`config.mk`:
```
export PLATFORM = sky130hd
export DESIGN_NAME = af_packet_framer_crc16_core_flat
export DESIGN_NICKNAME = d
export VERILOG_FILES = /design/src/rtl/afp_pkg.sv /design/src/rtl/afp_in_if.sv /design/src/rtl/afp_out_if.sv /design/src/rtl/afp_cfg_if.sv /design/src/rtl/afp_emit.sv /design/src/rtl/af_packet_framer_crc16_core.sv /design/src/flat_wrapper.sv
export SDC_FILE = /design/constraint.sdc
export NUM_CORES = 1
export LEC_CHECK = 0
export BUFFER_PORTS_ARGS = -buffer_cell sky130_fd_sc_hd__buf_4
export CAP_MARGIN = 25
export CORE_MARGIN = 2
export CORE_UTILIZATION = 60
export DETAILED_ROUTE_END_ITERATION = 8
export GPL_TIMING_DRIVEN = 0
export PLACE_DENSITY_LB_ADDON = 0.3
export SKIP_CTS_REPAIR_TIMING = 1
export SYNTH_ARGS = -nofsm -noshare
export SYNTH_HDL_FRONTEND = slang
export SYNTH_HIERARCHICAL = 1
export SYNTH_SLANG_ARGS = --single-unit
```
`constraint.sdc`:
```
create_clock -name clk_i -period 4.6 [get_ports clk_i]
set_input_delay 0.23 -clock clk_i [delete_from_list [all_inputs] [get_ports clk_i]]
set_output_delay 0.23 -clock clk_i [all_outputs]
set_load 0.01 [all_outputs]
```
`src/rtl/afp_pkg.sv`:
```
// Package: shared types, constants and the byte-wide CRC-16 update of the AF packet framer.
package afp_pkg;

  localparam logic [7:0]  SYNC_A      = 8'h41;
  localparam logic [7:0]  SYNC_F      = 8'h46;
  localparam logic [7:0]  AF_VERSION  = 8'h10;
  localparam logic [7:0]  AF_CRC_BIT  = 8'h80;
  localparam logic [7:0]  AF_TYPE     = 8'h54;
  localparam logic [15:0] CRC_PRESET  = 16'hFFFF;
  localparam logic [15:0] CRC_POLY    = 16'h1021;
  localparam logic [3:0]  HDR_LAST    = 4'd9;

  localparam logic [3:0]  HDR_SYNC_A  = 4'd0;
  localparam logic [3:0]  HDR_SYNC_F  = 4'd1;
  localparam logic [3:0]  HDR_LEN_3   = 4'd2;
  localparam logic [3:0]  HDR_LEN_2   = 4'd3;
  localparam logic [3:0]  HDR_LEN_1   = 4'd4;
  localparam logic [3:0]  HDR_LEN_0   = 4'd5;
  localparam logic [3:0]  HDR_SEQ_1   = 4'd6;
  localparam logic [3:0]  HDR_SEQ_0   = 4'd7;
  localparam logic [3:0]  HDR_FLAGS   = 4'd8;
  localparam logic [3:0]  HDR_TYPE    = 4'd9;

  typedef enum logic {
    FUNC_START = 1'b0,
    FUNC_DATA  = 1'b1
  } func_e;

  typedef enum logic [2:0] {
    PH_IDLE,
    PH_HDR,
    PH_DATA,
    PH_CRC_HI,
    PH_CRC_LO
  } phase_e;

  typedef struct packed {
    logic        is_hdr;
    logic        add_crc;
    logic [31:0] len;
    logic [15:0] seq;
    logic [7:0]  data;
  } job_t;

  function automatic logic [15:0] crc16_byte(input logic [15:0] crc, input logic [7:0] b);
    logic [15:0] c;
    c = crc ^ {b, 8'h00};
    for (int i = 0; i < 8; i++) begin
      c = c[15] ? ({c[14:0], 1'b0} ^ CRC_POLY) : {c[14:0], 1'b0};
    end
    return c;
  endfunction

endpackage

```
`src/rtl/afp_in_if.sv`:
```
// Interface: input item channel (start or payload byte).
interface afp_in_if;
  logic        valid;
  logic        ready;
  logic        func;
  logic [31:0] payload_length;
  logic [7:0]  payload_byte;

  modport source (output valid, output func, output payload_length, output payload_byte,
                  input ready);
  modport sink (input valid, input func, input payload_length, input payload_byte,
                output ready);
endinterface

```
`src/rtl/afp_out_if.sv`:
```
// Interface: framed byte output channel.
interface afp_out_if;
  logic       valid;
  logic       ready;
  logic [7:0] out_byte;
  logic       packet_end;

  modport source (output valid, output out_byte, output packet_end, input ready);
  modport sink (input valid, input out_byte, input packet_end, output ready);
endinterface

```
`src/rtl/afp_cfg_if.sv`:
```
// Interface: configuration write channel for the CRC flag register.
interface afp_cfg_if;
  logic valid;
  logic ready;
  logic crc_flag;

  modport source (output valid, output crc_flag, input ready);
  modport sink (input valid, input crc_flag, output ready);
endinterface

```
`src/rtl/afp_emit.sv`:
```
// Byte emitter: header, payload and CRC byte sequencing with CRC update and output register.
module afp_emit (
  input  logic          clk_i,
  input  logic          rst_ni,
  input  logic          crc_flag_i,
  input  logic          job_valid_i,
  output logic          job_ready_o,
  input  afp_pkg::job_t job_i,
  afp_out_if.source     out_o
);
  import afp_pkg::*;

  phase_e      phase_q, phase_d;
  logic [3:0]  idx_q, idx_d;
  job_t        job_q;
  logic [15:0] crc_q, crc_d;
  logic        ovld_q;
  logic [7:0]  obyte_q;
  logic        oend_q;

  logic        adv;
  logic        last;
  logic        take;
  logic [7:0]  cur;
  logic        cur_end;
  logic [15:0] crc_base;
  logic [7:0]  flags;

  assign flags = (crc_flag_i ? AF_CRC_BIT : 8'h00) | AF_VERSION;

  always_comb begin
    adv      = (phase_q != PH_IDLE) && (!ovld_q || out_o.ready);
    cur      = 8'h00;
    cur_end  = 1'b0;
    last     = 1'b0;
    crc_base = crc_q;
    case (phase_q)
      PH_HDR: begin
        if (idx_q == HDR_SYNC_A) crc_base = CRC_PRESET;
        case (idx_q)
          HDR_SYNC_A: cur = SYNC_A;
          HDR_SYNC_F: cur = SYNC_F;
          HDR_LEN_3:  cur = job_q.len[31:24];
          HDR_LEN_2:  cur = job_q.len[23:16];
          HDR_LEN_1:  cur = job_q.len[15:8];
          HDR_LEN_0:  cur = job_q.len[7:0];
          HDR_SEQ_1:  cur = job_q.seq[15:8];
          HDR_SEQ_0:  cur = job_q.seq[7:0];
          HDR_FLAGS:  cur = flags;
          HDR_TYPE:   cur = AF_TYPE;
          default:    cur = 8'h00;
        endcase
        last = (idx_q == HDR_LAST) && !job_q.add_crc;
      end
      PH_DATA: begin
        cur  = job_q.data;
        last = !job_q.add_crc;
      end
      PH_CRC_HI: begin
        cur = ~crc_q[15:8];
      end
      PH_CRC_LO: begin
        cur     = ~crc_q[7:0];
        cur_end = 1'b1;
        last    = 1'b1;
      end
      default: begin
        cur = 8'h00;
      end
    endcase
  end

  assign job_ready_o = (phase_q == PH_IDLE) || (adv && last);
  assign take        = job_valid_i && job_ready_o;

  always_comb begin
    phase_d = phase_q;
    idx_d   = idx_q;
    crc_d   = crc_q;
    if (adv) begin
      case (phase_q)
        PH_HDR: begin
          crc_d = crc16_byte(crc_base, cur);
          if (idx_q == HDR_LAST) begin
            phase_d = PH_CRC_HI;
          end else begin
            idx_d = idx_q + 4'd1;
          end
        end
        PH_DATA: begin
          crc_d   = crc16_byte(crc_base, cur);
          phase_d = PH_CRC_HI;
        end
        PH_CRC_HI: begin
          phase_d = PH_CRC_LO;
        end
        default: begin
          phase_d = PH_IDLE;
        end
      endcase
    end
    if (job_ready_o) begin
      idx_d   = '0;
      phase_d = take ? (job_i.is_hdr ? PH_HDR : PH_DATA) : PH_IDLE;
    end
  end

  always_ff @(posedge clk_i or negedge rst_ni) begin
    if (!rst_ni) begin
      phase_q <= PH_IDLE;
      idx_q   <= '0;
      crc_q   <= CRC_PRESET;
      ovld_q  <= 1'b0;
    end else begin
      phase_q <= phase_d;
      idx_q   <= idx_d;
      crc_q   <= crc_d;
      if (adv) begin
        ovld_q <= 1'b1;
      end else if (out_o.ready) begin
        ovld_q <= 1'b0;
      end
    end
  end

  always_ff @(posedge clk_i) begin
    if (take) begin
      job_q <= job_i;
    end
    if (adv) begin
      obyte_q <= cur;
      oend_q  <= cur_end;
    end
  end

  assign out_o.valid      = ovld_q;
  assign out_o.out_byte   = obyte_q;
  assign out_o.packet_end = oend_q;

  a_hdr_idx: assert property (@(posedge clk_i) disable iff (!rst_ni)
    (phase_q == PH_HDR) |-> (idx_q <= HDR_LAST))
    else $error("header index beyond type byte");

  a_crc_job: assert property (@(posedge clk_i) disable iff (!rst_ni)
    (phase_q == PH_CRC_HI || phase_q == PH_CRC_LO) |-> job_q.add_crc)
    else $error("CRC bytes sent for a job without CRC");

  a_crc_pair: assert property (@(posedge clk_i) disable iff (!rst_ni)
    (adv && phase_q == PH_CRC_HI) |=> (phase_q == PH_CRC_LO && ovld_q && !oend_q))
    else $error("CRC high byte not followed by CRC low byte");

endmodule

```
`src/rtl/af_packet_framer_crc16_core.sv`:
```
// Top level: AF packet framer with CRC-16, packet tracking and configuration register.
//
//   channel  | dir | transfer                        | payload
//   in_i     | in  | start (length) or payload byte  | func, payload_length, payload_byte
//   out_o    | out | one byte of the framed packet   | out_byte, packet_end
//   cfg_i    | in  | CRC flag register write         | crc_flag
//
// A start item yields 10 or 12 bytes and a payload byte 1 or 3, so input items are taken
// at the rate the emitter drains its byte sequence.
// A payload byte with no open packet is taken as soon as the emitter can take a job
// and yields nothing.
// The CRC is updated one byte per cycle while the output is not stalled; the output
// register holds a byte under stall while the next item is already taken. Reset closes
// any packet, clears the sequence number and sets the CRC flag.
module af_packet_framer_crc16_core (
  input  logic      clk_i,
  input  logic      rst_ni,
  afp_in_if.sink    in_i,
  afp_out_if.source out_o,
  afp_cfg_if.sink   cfg_i
);
  import afp_pkg::*;

  logic        crc_flag_q;
  logic [15:0] seq_q;
  logic [31:0] rem_q;
  logic        open_q;

  job_t        job;
  logic        job_valid;
  logic        job_ready;
  logic        in_fire;
  logic        is_start;

  assign cfg_i.ready = 1'b1;

  assign is_start    = (func_e'(in_i.func) == FUNC_START);
  assign job.is_hdr  = is_start;
  assign job.add_crc = is_start ? (in_i.payload_length == 32'd0) : (rem_q == 32'd1);
  assign job.len     = in_i.payload_length;
  assign job.seq     = seq_q;
  assign job.data    = in_i.payload_byte;
  assign job_valid   = in_i.valid && (is_start || open_q);
  assign in_i.ready  = job_ready;
  assign in_fire     = in_i.valid && in_i.ready;

  always_ff @(posedge clk_i or negedge rst_ni) begin
    if (!rst_ni) begin
      crc_flag_q <= 1'b1;
      seq_q      <= '0;
      rem_q      <= '0;
      open_q     <= 1'b0;
    end else begin
      if (cfg_i.valid) begin
        crc_flag_q <= cfg_i.crc_flag;
      end
      if (in_fire) begin
        if (is_start) begin
          seq_q  <= seq_q + 16'd1;
          rem_q  <= in_i.payload_length;
          open_q <= (in_i.payload_length != 32'd0);
        end else if (open_q) begin
          rem_q <= rem_q - 32'd1;
          if (rem_q == 32'd1) begin
            open_q <= 1'b0;
          end
        end
      end
    end
  end

  afp_emit u_emit (
    .clk_i       (clk_i),
    .rst_ni      (rst_ni),
    .crc_flag_i  (crc_flag_q),
    .job_valid_i (job_valid),
    .job_ready_o (job_ready),
    .job_i       (job),
    .out_o       (out_o)
  );

  a_open_rem: assert property (@(posedge clk_i) disable iff (!rst_ni)
    open_q |-> (rem_q != 32'd0))
    else $error("open packet with no bytes remaining");

  a_drop: assert property (@(posedge clk_i) disable iff (!rst_ni)
    (in_fire && !is_start && !open_q) |=> (seq_q == $past(seq_q) && !open_q))
    else $error("dropped byte changed packet state");

  a_start_open: assert property (@(posedge clk_i) disable iff (!rst_ni)
    (in_fire && is_start && in_i.payload_length != 32'd0) |=> open_q)
    else $error("start with nonzero length left no packet open");

endmodule

```
`src/flat_wrapper.sv`:
```
// flat-port wrapper written by rule: the top's interface ports become plain ports
module af_packet_framer_crc16_core_flat import afp_pkg::*;
  (clk_i, rst_ni, in_i_valid, in_i_func, in_i_payload_length, in_i_payload_byte, in_i_ready, out_o_valid, out_o_out_byte, out_o_packet_end, out_o_ready, cfg_i_valid, cfg_i_crc_flag, cfg_i_ready);
  afp_in_if in_i_i ();
  afp_out_if out_o_i ();
  afp_cfg_if cfg_i_i ();
  input  logic clk_i;
  input  logic rst_ni;
  input wire logic [$bits(in_i_i.valid)-1:0] in_i_valid;
  input wire logic [$bits(in_i_i.func)-1:0] in_i_func;
  input wire logic [$bits(in_i_i.payload_length)-1:0] in_i_payload_length;
  input wire logic [$bits(in_i_i.payload_byte)-1:0] in_i_payload_byte;
  output wire logic [$bits(in_i_i.ready)-1:0] in_i_ready;
  output wire logic [$bits(out_o_i.valid)-1:0] out_o_valid;
  output wire logic [$bits(out_o_i.out_byte)-1:0] out_o_out_byte;
  output wire logic [$bits(out_o_i.packet_end)-1:0] out_o_packet_end;
  input wire logic [$bits(out_o_i.ready)-1:0] out_o_ready;
  input wire logic [$bits(cfg_i_i.valid)-1:0] cfg_i_valid;
  input wire logic [$bits(cfg_i_i.crc_flag)-1:0] cfg_i_crc_flag;
  output wire logic [$bits(cfg_i_i.ready)-1:0] cfg_i_ready;
  assign in_i_i.valid = in_i_valid;
  assign in_i_i.func = in_i_func;
  assign in_i_i.payload_length = in_i_payload_length;
  assign in_i_i.payload_byte = in_i_payload_byte;
  assign in_i_ready = in_i_i.ready;
  assign out_o_valid = out_o_i.valid;
  assign out_o_out_byte = out_o_i.out_byte;
  assign out_o_packet_end = out_o_i.packet_end;
  assign out_o_i.ready = out_o_ready;
  assign cfg_i_i.valid = cfg_i_valid;
  assign cfg_i_i.crc_flag = cfg_i_crc_flag;
  assign cfg_i_ready = cfg_i_i.ready;
  af_packet_framer_crc16_core u_core (.clk_i(clk_i), .rst_ni(rst_ni), .in_i(in_i_i), .out_o(out_o_i), .cfg_i(cfg_i_i));
endmodule
```
==> results.yml <==
worst_setup_path:
  critPathRequiredTime_ps: 4910
  worst-path-max-fanout: 10
  path_buf_inv: 3
  critical_path_class: "reg2reg"
  r2r_cells: 13
  slowest_stage: "o21ai_0"
  r2r-end: "u_core/rem_q[26]"
  cp-end-kind: "register"
  path_depth: 13
  reg2reg_from: "u_core/u_emit/idx_q[1]"
  cp_slowest_stage_delay_ps: 640
  cp_top_family: "compound AO/OA/AOI/OAI gates"
  r2r_slack_ps: 640
  worstSetupStartpointType: "register"
  worstPathCellList: "inv_1 > ha_1 > nand3b_1 > o31a_1 > o32a_1 > o21ai_0 > and2_0 > and2_1 > clkbuf_1 > buf_1 > nand3_1 > mux2i_1 > nor2_1"
  worstPathArrival_ps: 4270
layout:
  fin_nets: 836
  final_common_cell: "nand2_1"
  fill_cells: 849
  fin_area_um2: 8670
  multiInputGateArea_um2: 3220
  synthToLayoutAreaGrowth_pct: 18.8
  drive_above_1_share: 0.189
  seqCellArea_um2: 3850
  final_cell_mix: "68 x nand2_1, 66 x edfxtp_1, 59 x buf_4"
  fin_cells: 941
  n_antenna_cell: 0
sta:
  hold_violations: 0
  period_share: 0.861
  slew_viol_final: 0
  tightest_slew_ps: 908
  finalSetupViolations: 0
  post-route-min-period_ps: 3960
  layout_setup_ws_ps: 638
  fmax_ghz: 0.252
  rsz0062_at_grt: "no"
  slew_headroom: 0.392
  skew_ps: 7.25
  setup_tns_ps: 0
yosys:
  synth-edff-count: 66
  synth-seq-cells: 140
  yosysSeqAreaShare: 0.528
  synth_top_area_frac: 0.271
  syn_nets: 745
  synthArstFlopShare: 0.529
  synthesis.instances: 690
  ys_top_cells_by_area: "edfxtp_1 27%, dfrtp_1 20%, dfstp_2 6.1%, mux2i_1 3.7%, nand2_1 3.5%"
  ys.warnings.count: 6
  synth-main-ff-cell: "edfxtp_1"
  synth_cell_types: 78
  synth_largest_area_cell: "edfxtp_1"
  synth_area_per_cell_um2: 10.6
  synth_area_um2: 7300
floorplanning:
  die_w_um: 114
  io_pins: 59
  core_um2: 12000
  start_util: 0.611
  die_y_um: 114
  rows: 40
  dieArea_um2: 13100
clock_tree:
  h-tree-depth: 4
  cts_tree: "built"
  cts_root_buf: "clkbuf_16"
  clk_pin_slew_worst_paths_ps: 60
  cts_max_path_buffers: 2
  cts.sinks: 140
  clk_latency_ps: 420
  cts_buffers: 17
grt:
  grt_use_total: 0.299
  grt_first_pass_wirelength_um: 29700
  grt-ovfl-total: 0
  grt_pass1_vias: 5802
  grt_max_degree: 75
  antenna_found_initial: 0
job:
  cap_violations: 0
placement:
  port_buffers: 57
  dpl.hpwl_um: 13300
  pre_cts_slack_ps: 731
  place_area_um2: 7940
  dpl.cell_count: 895
  gp_congestion: 0.944
min_path:
  hp-class: "in2reg"
  hold_start: "in_i_payload_length[28]"
  holdPathEnd: "u_core/u_emit/job_q[52]"
  min_path_cells: 1
pwr:
  irDropWorstVdd_v: 0.000348
  p_total_w: 0.00582
  leakage_nw: 3.43
  p_per_area_nw_per_um2: 671
routing:
  drt_iter0_drc: 597
  via_per_inst: 6.41
  drt-pass1-iter-count: 7
  wirelength_um: 18800
  avgRoutedWirePerCell_um: 20.0
  route.detailed.drc: 0
  via_count: 6029
  drtAntennaViolNets: 0
status:
  status: "finished clean"
-- cell type report --
cell class              count  area share
plain buffers              35      0.0209
well taps                 147      0.0212
multi-input cells         501       0.371
flip-flops and latches    140       0.444
clock inverters            13      0.0173
clock buffers              19      0.0499
repair buffers             72      0.0695
inverters                  14     0.00606
-- sequential cells by signal, indices dropped and copies added (netlist names) --
register / count
u_core/u_emit/phase_q: 3
u_core/u_emit/job_q: 57
u_core/rem_q: 32
u_core/crc_flag_q: 1
u_core/seq_q: 16
u_core/u_emit/out_o.out_byte: 8
u_core/u_emit/out_o.valid: 1
u_core/u_emit/idx_q: 4
u_core/open_q: 1
u_core/u_emit/out_o.packet_end: 1
u_core/u_emit/crc_q: 16
-- power by group --
| part | switching, W | internal (W) |
|---|---|---|
| Sequential | 0.000367 | 0.00183 |
| Clock | 0.000514 | 0.000844 |
| Combinational | 0.00132 | 0.000950 |
-- kinds of logic (layout without fill, tap and decap cells) --
family / count (synthesis) / after routing / share of synthesized area
fa+ha+maj: 8 / 8 / 0.0137
other cells: 1 / 1 / 0.000513
compound gates: 148 / 148 / 0.135
simple gates: 279 / 279 / 0.203
xor+xnor: 35 / 35 / 0.0469
buf+inv: 49 / 153 / 0.0320
flops: 140 / 140 / 0.528
mux: 30 / 30 / 0.0416
-- how the worst max path moves through the flow --
stage | startpoint | endpoint | slack (ps)
after detailed placement | u_core/u_emit/idx_q[1] | u_core/rem_q[26] | 730
final | u_core/u_emit/idx_q[1] | u_core/rem_q[26] | 640
after floorplan | u_core/u_emit/idx_q[1] | u_core/u_emit/phase_q[0] | 890
after CTS | u_core/u_emit/idx_q[1] | u_core/rem_q[26] | 690
after global routing | u_core/u_emit/idx_q[1] | u_core/rem_q[26] | 450
after global placement | u_core/u_emit/idx_q[1] | u_core/u_emit/phase_q[0] | 40
-- Yosys cell counts, types with 5 or more instances --
cell type,instances
buf_2,10
xnor2_1,23
nand3_1,31
a211oi_1,5
edfxtp_1,66
clkbuf_1,15
mux2i_1,27
nand2_1,68
nor3_1,20
inv_1,13
a21oi_1,34
and3_1,8
nor2_1,57
nor2b_1,7
dfstp_2,17
a22oi_1,7
nand3b_1,5
a31oi_1,5
xor2_1,9
or2_2,7
nor4_1,14
o21ai_0,28
dfrtp_1,57
nand4_1,10
a221oi_1,5
nand2b_1,16
o22ai_1,31
ha_1,8
-- metrics by stage --
stage,hold slack (ps),util
6_report,7.86,0.725
5_1_grt,1.08,0.725
4_1_cts,-26.7,0.712
3_5_place_dp,410,0.663
3_3_place_gp,408,0.662
2_1_floorplan,-65.6,-
-- metal layers --
layer  vias to the layer above  global-route usage  routed length, µm  share of wire
met5                         -                   0                  0              0
met4                         0               0.107                452          0.024
met3                        46              0.0715               1460          0.077
met2                       302               0.517               9700           0.52
met1                      2925               0.368               7170           0.38
li1                       2756                   -                  -              -
Power figures use the tool's default switching activity.
